`src/rtl/fscc_pkg.sv`:
```
// ----------------------------------------------------------------------------
// fscc_pkg
// Types, codes and constants shared by the fan curve controller files.
// ----------------------------------------------------------------------------
package fscc_pkg;

  // Fixed fan curve constants
  localparam int TABLE_ENTRIES = 10;
  localparam int FULL_SPEED    = 100;
  localparam int RPM_W         = 22;
  localparam logic [RPM_W-1:0] RPM_NUMERATOR = 22'd2156220;
  localparam int DIV_STEPS     = RPM_W;
  localparam int CNT_W         = $clog2(DIV_STEPS);
  localparam int CFG_W         = 40;

  // floor(x / 100) == (x * 5243) >> 19 for x <= 25500
  localparam logic [12:0] DUTY_RECIP = 13'd5243;
  localparam int          DUTY_SHIFT = 19;

  // control_mode codes; 5 to 7 act as full speed
  localparam logic [2:0] MODE_STEP   = 3'd0;
  localparam logic [2:0] MODE_TABLE  = 3'd1;
  localparam logic [2:0] MODE_STATIC = 3'd2;
  localparam logic [2:0] MODE_FULL   = 3'd3;
  localparam logic [2:0] MODE_AUTO   = 3'd4;

  // register indexes on the config port
  typedef enum logic [2:0] {
    REG_MODE        = 3'd0,
    REG_STATIC      = 3'd1,
    REG_LIMIT       = 3'd2,
    REG_STEP_PARAMS = 3'd3,
    REG_TEMP_LO     = 3'd4,
    REG_TEMP_HI     = 3'd5,
    REG_SPEED_LO    = 3'd6,
    REG_SPEED_HI    = 3'd7
  } cfg_reg_t;

  // register reset values
  localparam logic [2:0]       RST_MODE        = MODE_STEP;
  localparam logic [6:0]       RST_STATIC      = 7'd80;
  localparam logic [6:0]       RST_LIMIT       = 7'd100;
  localparam logic [CFG_W-1:0] RST_STEP_PARAMS = 40'd349564436485;
  localparam logic [CFG_W-1:0] RST_TEMP_LO     = 40'd297574653754;
  localparam logic [CFG_W-1:0] RST_TEMP_HI     = 40'd344555865414;
  localparam logic [CFG_W-1:0] RST_SPEED_LO    = 40'd171935700244;
  localparam logic [CFG_W-1:0] RST_SPEED_HI    = 40'd430014324284;

  typedef struct packed {
    logic [7:0]  temperature;
    logic [15:0] tach_count;
  } in_word_t;

  typedef struct packed {
    logic             duty_write;
    logic             auto_write;
    logic [7:0]       duty_value;
    logic [6:0]       reported_speed;
    logic             in_auto;
    logic [RPM_W-1:0] fan_rpm;
  } out_word_t;

  // controller -> datapath
  typedef struct packed {
    logic capture;
    logic calc;
    logic div_step;
    logic load_out;
  } dp_cmd_t;

  // speed percent -> duty byte, speed * 255 / 100
  function automatic logic [7:0] duty_of(logic [6:0] speed);
    logic [14:0] prod;
    logic [27:0] scaled;
    prod   = {speed, 8'b0} - {8'b0, speed};
    scaled = 28'(prod) * 28'(DUTY_RECIP);
    return scaled[DUTY_SHIFT+7:DUTY_SHIFT];
  endfunction

endpackage

```
`src/rtl/fan_speed_curve_controller_top.sv`:
```
// ----------------------------------------------------------------------------
// fan_speed_curve_controller_top
// Fan speed curve controller for one fan channel.
// ----------------------------------------------------------------------------
// Usage:
//  - Input channel (in_valid/in_ready/in_data): one word per control tick with
//    the sensor temperature and the tach period count.
//  - Output channel (out_valid/out_ready/out_data): exactly one word per input
//    word, in order: duty write flag and byte, auto release flag, commanded
//    speed, auto status and fan rpm.
//  - Config port (cfg_we/cfg_index/cfg_data): single-cycle register writes,
//    no read-back; write only while no tick is in flight.
//  - Sequence: once the input word is taken, the curve target is computed,
//    the one-bit-per-cycle rpm divider runs, and the result is loaded into
//    the output register as soon as that register is free.
//  - One item is worked at a time; in_ready drops at accept and rises when
//    the result enters the output register.
//  - A stalled receiver holds the result in the output register; the next
//    input word can still be taken and worked, and its result waits in the
//    datapath until the register frees up.
//  - Reset (synchronous, active high) restores all config registers to their
//    defaults, clears commanded speed and auto status, and empties the output.
// ----------------------------------------------------------------------------
module fan_speed_curve_controller_top (
  input  logic                       clk,
  input  logic                       rst,
  input  logic                       cfg_we,
  input  logic [2:0]                 cfg_index,
  input  logic [fscc_pkg::CFG_W-1:0] cfg_data,
  input  logic                       in_valid,
  output logic                       in_ready,
  input  fscc_pkg::in_word_t         in_data,
  output logic                       out_valid,
  input  logic                       out_ready,
  output fscc_pkg::out_word_t        out_data
);

  // sequencer commands to the datapath
  fscc_pkg::dp_cmd_t cmd;

  fscc_ctrl u_ctrl (
    .clk       (clk),
    .rst       (rst),
    .in_valid  (in_valid),
    .in_ready  (in_ready),
    .out_valid (out_valid),
    .out_ready (out_ready),
    .cmd       (cmd)
  );

  // curve target, speed state, rpm divider and output register
  fscc_datapath u_dp (
    .clk       (clk),
    .rst       (rst),
    .cfg_we    (cfg_we),
    .cfg_index (cfg_index),
    .cfg_data  (cfg_data),
    .in_data   (in_data),
    .cmd       (cmd),
    .out_data  (out_data)
  );

endmodule

```
`src/rtl/fscc_ctrl.sv`:
```
// ----------------------------------------------------------------------------
// fscc_ctrl
// Sequencer: capture, target update, rpm division steps, result handoff.
// ----------------------------------------------------------------------------
module fscc_ctrl (
  input  logic             clk,
  input  logic             rst,
  input  logic             in_valid,
  output logic             in_ready,
  output logic             out_valid,
  input  logic             out_ready,
  output fscc_pkg::dp_cmd_t cmd
);

  typedef enum logic [1:0] {
    S_IDLE,
    S_CALC,
    S_DIV,
    S_OUT
  } state_t;

  state_t                     state;
  logic [fscc_pkg::CNT_W-1:0] cnt;
  logic                       slot_free;

  assign slot_free    = !out_valid || out_ready;
  assign cmd.capture  = in_valid && in_ready;
  assign cmd.calc     = (state == S_CALC);
  assign cmd.div_step = (state == S_DIV);
  assign cmd.load_out = (state == S_OUT) && slot_free;

  always_ff @(posedge clk) begin
    if (rst) begin
      state     <= S_IDLE;
      in_ready  <= 1'b1;
      out_valid <= 1'b0;
      cnt       <= '0;
    end else begin
      // new word into the output register, else drop it once taken
      if ((state == S_OUT) && slot_free) out_valid <= 1'b1;
      else if (out_valid && out_ready)   out_valid <= 1'b0;
      case (state)
        S_IDLE: begin
          if (in_valid && in_ready) begin
            in_ready <= 1'b0;
            state    <= S_CALC;
          end
        end
        S_CALC: begin
          cnt   <= '0;
          state <= S_DIV;
        end
        S_DIV: begin
          cnt <= cnt + 1'b1;
          if (cnt == fscc_pkg::CNT_W'(fscc_pkg::DIV_STEPS - 1)) state <= S_OUT;
        end
        S_OUT: begin
          if (slot_free) begin
            in_ready  <= 1'b1;
            state     <= S_IDLE;
          end
        end
        default: state <= S_IDLE;
      endcase
    end
  end

endmodule

```
`src/rtl/fscc_datapath.sv`:
```
// ----------------------------------------------------------------------------
// fscc_datapath
// Config registers, speed state, curve target logic, restoring rpm divider
// and the result register.
// ----------------------------------------------------------------------------
module fscc_datapath (
  input  logic                        clk,
  input  logic                        rst,
  input  logic                        cfg_we,
  input  logic [2:0]                  cfg_index,
  input  logic [fscc_pkg::CFG_W-1:0]  cfg_data,
  input  fscc_pkg::in_word_t          in_data,
  input  fscc_pkg::dp_cmd_t           cmd,
  output fscc_pkg::out_word_t         out_data
);

  localparam int N = fscc_pkg::TABLE_ENTRIES;
  localparam int W = fscc_pkg::RPM_W;

  // config
  logic [2:0]                 control_mode;
  logic [6:0]                 static_speed;
  logic [6:0]                 speed_limit;
  logic [fscc_pkg::CFG_W-1:0] step_params;
  logic [fscc_pkg::CFG_W-1:0] temp_table_lo;
  logic [fscc_pkg::CFG_W-1:0] temp_table_hi;
  logic [fscc_pkg::CFG_W-1:0] speed_table_lo;
  logic [fscc_pkg::CFG_W-1:0] speed_table_hi;

  // state
  logic [6:0] current_speed;
  logic       auto_active;

  // captured item
  logic [7:0]  temp_q;
  logic [15:0] tach_q;

  // per-item result
  logic       res_duty_write;
  logic       res_auto_write;
  logic [6:0] res_speed;
  logic       res_in_auto;

  // divider
  logic [W-1:0] num_sh;
  logic [15:0]  rem;
  logic [W-1:0] quo;
  logic [16:0]  rem_sh;
  logic         fits;

  // target logic
  logic [7:0]        thr [N];
  logic [7:0]        spd [N];
  logic [7:0]        tab_sel;
  logic signed [9:0] step_raw;
  logic [6:0]        step_tgt;
  logic [6:0]        tab_tgt;
  logic [6:0]        static_tgt;
  logic [6:0]        target;
  logic              have_target;
  logic              speed_change;
  logic [6:0]        speed_next;

  wire [7:0] max_temp   = step_params[7:0];
  wire [7:0] min_temp   = step_params[15:8];
  wire [7:0] min_speed  = step_params[23:16];
  wire [7:0] step_size  = step_params[31:24];
  wire [7:0] min_safe   = step_params[39:32];

  // raise to both floors, then cap at full speed and at the limit
  function automatic logic [6:0] clamp_curve(logic signed [9:0] v, logic [7:0] fa,
                                             logic [7:0] fb, logic [6:0] lim);
    logic signed [9:0] w;
    w = v;
    if (w < $signed({2'b0, fa})) w = $signed({2'b0, fa});
    if (w < $signed({2'b0, fb})) w = $signed({2'b0, fb});
    if (w > 10'sd100) w = 10'sd100;
    if (w > $signed({3'b0, lim})) w = $signed({3'b0, lim});
    return w[6:0];
  endfunction

  always_ff @(posedge clk) begin
    if (rst) begin
      control_mode   <= fscc_pkg::RST_MODE;
      static_speed   <= fscc_pkg::RST_STATIC;
      speed_limit    <= fscc_pkg::RST_LIMIT;
      step_params    <= fscc_pkg::RST_STEP_PARAMS;
      temp_table_lo  <= fscc_pkg::RST_TEMP_LO;
      temp_table_hi  <= fscc_pkg::RST_TEMP_HI;
      speed_table_lo <= fscc_pkg::RST_SPEED_LO;
      speed_table_hi <= fscc_pkg::RST_SPEED_HI;
    end else if (cfg_we) begin
      case (fscc_pkg::cfg_reg_t'(cfg_index))
        fscc_pkg::REG_MODE:        control_mode   <= cfg_data[2:0];
        fscc_pkg::REG_STATIC:      static_speed   <= cfg_data[6:0];
        fscc_pkg::REG_LIMIT:       speed_limit    <= cfg_data[6:0];
        fscc_pkg::REG_STEP_PARAMS: step_params    <= cfg_data;
        fscc_pkg::REG_TEMP_LO:     temp_table_lo  <= cfg_data;
        fscc_pkg::REG_TEMP_HI:     temp_table_hi  <= cfg_data;
        fscc_pkg::REG_SPEED_LO:    speed_table_lo <= cfg_data;
        fscc_pkg::REG_SPEED_HI:    speed_table_hi <= cfg_data;
        default: ;
      endcase
    end
  end

  // unpack table bytes
  for (genvar g = 0; g < N; g++) begin : g_tab
    if (g < 5) begin : g_lo
      assign thr[g] = temp_table_lo[8*g +: 8];
      assign spd[g] = speed_table_lo[8*g +: 8];
    end else begin : g_hi
      assign thr[g] = temp_table_hi[8*(g-5) +: 8];
      assign spd[g] = speed_table_hi[8*(g-5) +: 8];
    end
  end

  // first band that holds the temperature wins; scan from the top down
  always_comb begin
    tab_sel = spd[N-1];
    for (int i = N - 2; i >= 0; i--) begin
      if (temp_q >= thr[i] && temp_q < thr[i+1]) tab_sel = spd[i];
    end
    if (temp_q < thr[0]) tab_sel = spd[0];
  end

  always_comb begin
    step_raw = $signed({3'b0, current_speed});
    if (temp_q > max_temp)      step_raw = step_raw + $signed({2'b0, step_size});
    else if (temp_q < min_temp) step_raw = step_raw - $signed({2'b0, step_size});
    step_tgt   = clamp_curve(step_raw, min_safe, min_speed, speed_limit);
    tab_tgt    = clamp_curve($signed({2'b0, tab_sel}), min_safe, 8'd0, speed_limit);
    static_tgt = (static_speed > 7'(fscc_pkg::FULL_SPEED)) ? 7'(fscc_pkg::FULL_SPEED)
                                                             : static_speed;
    have_target = 1'b1;
    case (control_mode)
      fscc_pkg::MODE_STEP:   target = step_tgt;
      fscc_pkg::MODE_TABLE:  target = tab_tgt;
      fscc_pkg::MODE_STATIC: target = static_tgt;
      fscc_pkg::MODE_AUTO: begin
        target      = current_speed;
        have_target = 1'b0;
      end
      default:               target = 7'(fscc_pkg::FULL_SPEED);
    endcase
    speed_change = have_target && (target != current_speed);
    speed_next   = speed_change ? target : current_speed;
  end

  // speed state; a stopped fan drops the commanded speed after the tick
  always_ff @(posedge clk) begin
    if (rst) begin
      current_speed <= '0;
      auto_active   <= 1'b0;
    end else if (cmd.calc) begin
      current_speed <= (tach_q == 16'd0) ? 7'd0 : speed_next;
      auto_active   <= (control_mode == fscc_pkg::MODE_AUTO);
    end
  end

  always_ff @(posedge clk) begin
    if (cmd.calc) begin
      res_duty_write <= speed_change;
      res_auto_write <= (control_mode == fscc_pkg::MODE_AUTO) && !auto_active;
      res_speed      <= speed_next;
      res_in_auto    <= (control_mode == fscc_pkg::MODE_AUTO);
    end
  end

  // restoring division of the rpm constant by the tach count, one bit a step
  assign rem_sh = {rem, num_sh[W-1]};
  assign fits   = (rem_sh >= {1'b0, tach_q});

  always_ff @(posedge clk) begin
    if (cmd.capture) begin
      temp_q <= in_data.temperature;
      tach_q <= in_data.tach_count;
      num_sh <= fscc_pkg::RPM_NUMERATOR;
      rem    <= '0;
      quo    <= '0;
    end else if (cmd.div_step) begin
      num_sh <= {num_sh[W-2:0], 1'b0};
      rem    <= fits ? 16'(rem_sh - {1'b0, tach_q}) : rem_sh[15:0];
      quo    <= {quo[W-2:0], fits};
    end
  end

  always_ff @(posedge clk) begin
    if (cmd.load_out) begin
      out_data.duty_write     <= res_duty_write;
      out_data.auto_write     <= res_auto_write;
      out_data.duty_value     <= res_duty_write ? fscc_pkg::duty_of(res_speed) : 8'd0;
      out_data.reported_speed <= res_speed;
      out_data.in_auto        <= res_in_auto;
      out_data.fan_rpm        <= (tach_q == 16'd0) ? '0 : quo;
    end
  end

endmodule

```
`config.mk`:
```
export PLATFORM = sky130hd
export DESIGN_NAME = fan_speed_curve_controller_top
export DESIGN_NICKNAME = d
export VERILOG_FILES = /design/src/rtl/fscc_pkg.sv /design/src/rtl/fan_speed_curve_controller_top.sv /design/src/rtl/fscc_ctrl.sv /design/src/rtl/fscc_datapath.sv
export SDC_FILE = /design/constraint.sdc
export NUM_CORES = 1
export LEC_CHECK = 0
export BUFFER_PORTS_ARGS = -buffer_cell sky130_fd_sc_hd__buf_2
export CORE_ASPECT_RATIO = 0.7
export CORE_MARGIN = 5
export CORE_UTILIZATION = 58
export CTS_BUF_LIST = sky130_fd_sc_hd__clkbuf_8
export CTS_CLUSTER_DIAMETER = 60
export CTS_CLUSTER_SIZE = 8
export DETAILED_ROUTE_END_ITERATION = 7
export GPL_ROUTABILITY_DRIVEN = 0
export PLACE_DENSITY = 0.79
export SYNTH_ARGS = -nofsm -noshare
export SYNTH_HDL_FRONTEND = slang
export SYNTH_SLANG_ARGS = --single-unit
```
`constraint.sdc`:
```
create_clock -name clk -period 9.7 [get_ports clk]
set_clock_uncertainty 0.15 [all_clocks]
set_input_delay 1.94 -clock clk [delete_from_list [all_inputs] [get_ports clk]]
set_output_delay 1.94 -clock clk [all_outputs]
set_load 0.005 [all_outputs]
```
==> impl_metrics.ini <==
[critical_path]
critical_path_arrival_ps = 9930
end_kind = flop
timing.critical_path.mode_cell = o21a_1
crit_path_start_kind = flop
crit_required_ps = 9910
r2r_cells = 52
crit_path_max_fanout = 10
critPathSlowestCell = edfxtp_1
crit_path_max_incr_delay_ps = 490
path_class = reg2reg

[timing]
hold_viol = 0
slew-limit-headroom = 0.247
finalSetupTns_ps = -22.1
rsz0062_at_grt = yes
period_minus_slack_ps = 9720
maxSlewViolCount = 0
post-route-period-util = 1.00
setup_ws_ps = -22.1
fmax_ghz = 0.103
setup_violations = 1
worst_pin_slew_ps = 1130

[outcome]
status = complete, but fails checks
violations = negative setup slack

[global_routing]
globalRouteOverflowTotal = 0
grt_pass1_vias = 19387
grt_util_met3 = 0.0736
grt_max_degree = 125
grt_busiest_layer = met2
grt_pass1_wl_um = 104000
antenna_found_initial = 1
met2_usage = 0.431
grt_use_total = 0.287
grt_util_met1 = 0.410

[clocking]
clock_latency_ps = 610
cts_tree = yes
clockBufferDepth = 3
cts_made_buffers = 52
cts.hold.buffers_added = 0
cts_sinks = 366
cts_root_buf = clkbuf_8
htree_levels = 2
path_clk_slew_ps = 80

[logic_synthesis]
synth_cells = 2679
syn-num-nets = 3087
synth_fa_ha_area_frac = 0.202
synthArstFlopShare = 0
ys_seq_area_frac = 0.345
syn_area_per_cell_um2 = 8.74
synth-main-ff-cell = dfxtp_1
synth_top_family_by_area = adder cells
syn_area_um2 = 23400
synth_top_area_frac = 0.250
synth_compound_area_frac = 0.162
synthMuxAreaShare = 0.0386
yosys.area_share.xor_xnor = 0.0116
ys_top_cells_by_area = dfxtp_1, ha_1, edfxtp_1, nand2_1, fa_1
synth-edff-count = 74
synth-simple-area-share = 0.175
ys_seq_elements = 366
yosysWarnings = 0
synth_top_area_cell = dfxtp_1
ys_types = 96

[route]
remaining_drc_errors = 0
vias = 20113
drt_pass1_iterations = 6
viasPerCell = 5.97
drtAntennaViolNets = 0
drt-wirelength-per-cell_um = 19.6
first_iter_violations = 2118
finalWirelength_um = 66100

[floorplanning]
core_um2 = 39800
rows = 61
ios = 114
die_area_um2 = 44600
die_w_um = 250
die_h_um = 178
start_util = 0.589

[final_layout]
multi_input_area_um2 = 14100
drive_above_1_share = 0.120
fill_cells = 3160
design_area_um2 = 26000
n_antenna_cell = 0
area_delta_synth_final_pct = 10.9
final_nets = 3219
final-seq-area_um2 = 8070

[placed_design]
place_ws_ps = -288
dp_hpwl_um = 48500
place_area_um2 = 24700
io_buffers = 113

[job]
maxCapViolations = 0

[hold_path]
hp-class = reg2reg
whs_path_depth = 2
## path summary, 6_finish.rpt
path / from / slack, ps / to
min reg2reg: u_dp.speed_table_hi[30]$_SDFFE_PP0P_ / 300 / u_dp.speed_table_hi[30]$_SDFFE_PP0P_
max: u_dp.temp_q[2]$_DFFE_PP_ / -20 / u_dp.res_duty_write$_DFFE_PN_
min: u_dp.speed_table_hi[30]$_SDFFE_PP0P_ / 300 / u_dp.speed_table_hi[30]$_SDFFE_PP0P_
max reg2reg: u_dp.temp_q[2]$_DFFE_PP_ / -20 / u_dp.res_duty_write$_DFFE_PN_
## flip-flops by register name, indices dropped and copies added (netlist names), 2 cells and up
signal / count
u_ctrl.state: 2
u_dp.quo: 22
u_dp.current_speed: 7
u_dp.control_mode: 3
u_ctrl.cnt: 5
u_dp.out_data: 40
u_dp.speed_limit: 7
u_dp.speed_table_lo: 40
u_dp.temp_q: 8
u_dp.step_params: 40
u_dp.tach_q: 16
u_dp.temp_table_lo: 40
u_dp.rem: 16
u_dp.static_speed: 7
u_dp.res_speed: 7
u_dp.speed_table_hi: 40
u_dp.num_sh: 20
u_dp.temp_table_hi: 40
## layout by cell type (no fill, tap or decap), drive strengths merged, types with 9 or more instances in the layout
cell type  instances
nor3              39
o21a              28
o31ai             21
nor2b             33
buf              185
a21o              22
nand3b            45
and3              10
xnor2             22
a21oi            204
fa                70
o21ai             76
edfxtp            74
dfxtp            292
o22ai              9
a31oi             13
a211o             56
mux2i             82
and2              43
o211ai            21
inv              316
nor2             209
nand2            406
nand3             26
nand2b            20
a211oi            17
ha               266
xor2               9
a21boi            13
clkbuf            55
nand4             24
or2               10
## worst max-delay path: cells and delay by family (launching register included)
kind	cells	cell delay, ps
buffers and inverters	6	920
xor gates and xnor gates	1	190
AOI/OAI and AO/OA	27	4630
DFF	1	490
and+or+nand+nor	13	1640
adders and majority gates	5	1480
## what timing repair did
item / in CTS / in global routing
pin swaps: 9 / 41
hold endpoints to repair: 0 / 0
setup buffers: 4 / 13
setup endpoints to repair: 1 / 11
resized for setup: 11 / 54
## area by class of cell
class	count	share of cell area
inverters	296	0.0429
clock inverters	22	0.00448
well taps	535	0.0258
multi-input cells	1910	0.543
repair buffers	185	0.0437
flip-flops and latches	366	0.311
clock buffers	55	0.0291
## layer usage
metal	up-vias	routed length, µm
met2	1039	27800
met1	9482	28700
met5	-	0
met3	180	7520
li1	9412	-
met4	0	1980
## synthesized netlist by cell type (all sizes together) (9+ instances only)
cell    count
o21ai      76
clkbuf     92
ha        266
a21boi     13
xor2        9
buf        15
o22ai       9
nor3       39
a31oi      13
nand2     406
xnor2      22
o211ai     21
fa         70
mux2i      82
a21o       22
dfxtp     292
nand3      26
and2       43
nand3b     45
a211o      56
nor2b      33
inv       294
a211oi     17
or2        10
and3       10
a21oi     204
nand4      24
o31ai      21
edfxtp     74
nand2b     20
o21a       28
nor2      209
## logic make-up (layout without fill, tap and decap cells)
family | count (synthesis) | after routing
mux | 89 | 89
compound gates | 562 | 562
fa+ha+maj | 336 | 336
simple gates | 892 | 892
xor+xnor | 31 | 31
buf+inv | 403 | 558
flops | 366 | 366
## metrics by stage
step,instances,hold WS [ps],util
CTS,3356,304,0.644
global route,3369,315,0.653
floorplan,2679,250,-
global placement,3275,285,0.621
detailed placement,3275,294,0.621
finish,3369,305,0.653
Power is left out: the tool's default activity adds up to more than one toggle a clock period on the data nets, which glitch-free logic cannot reach.
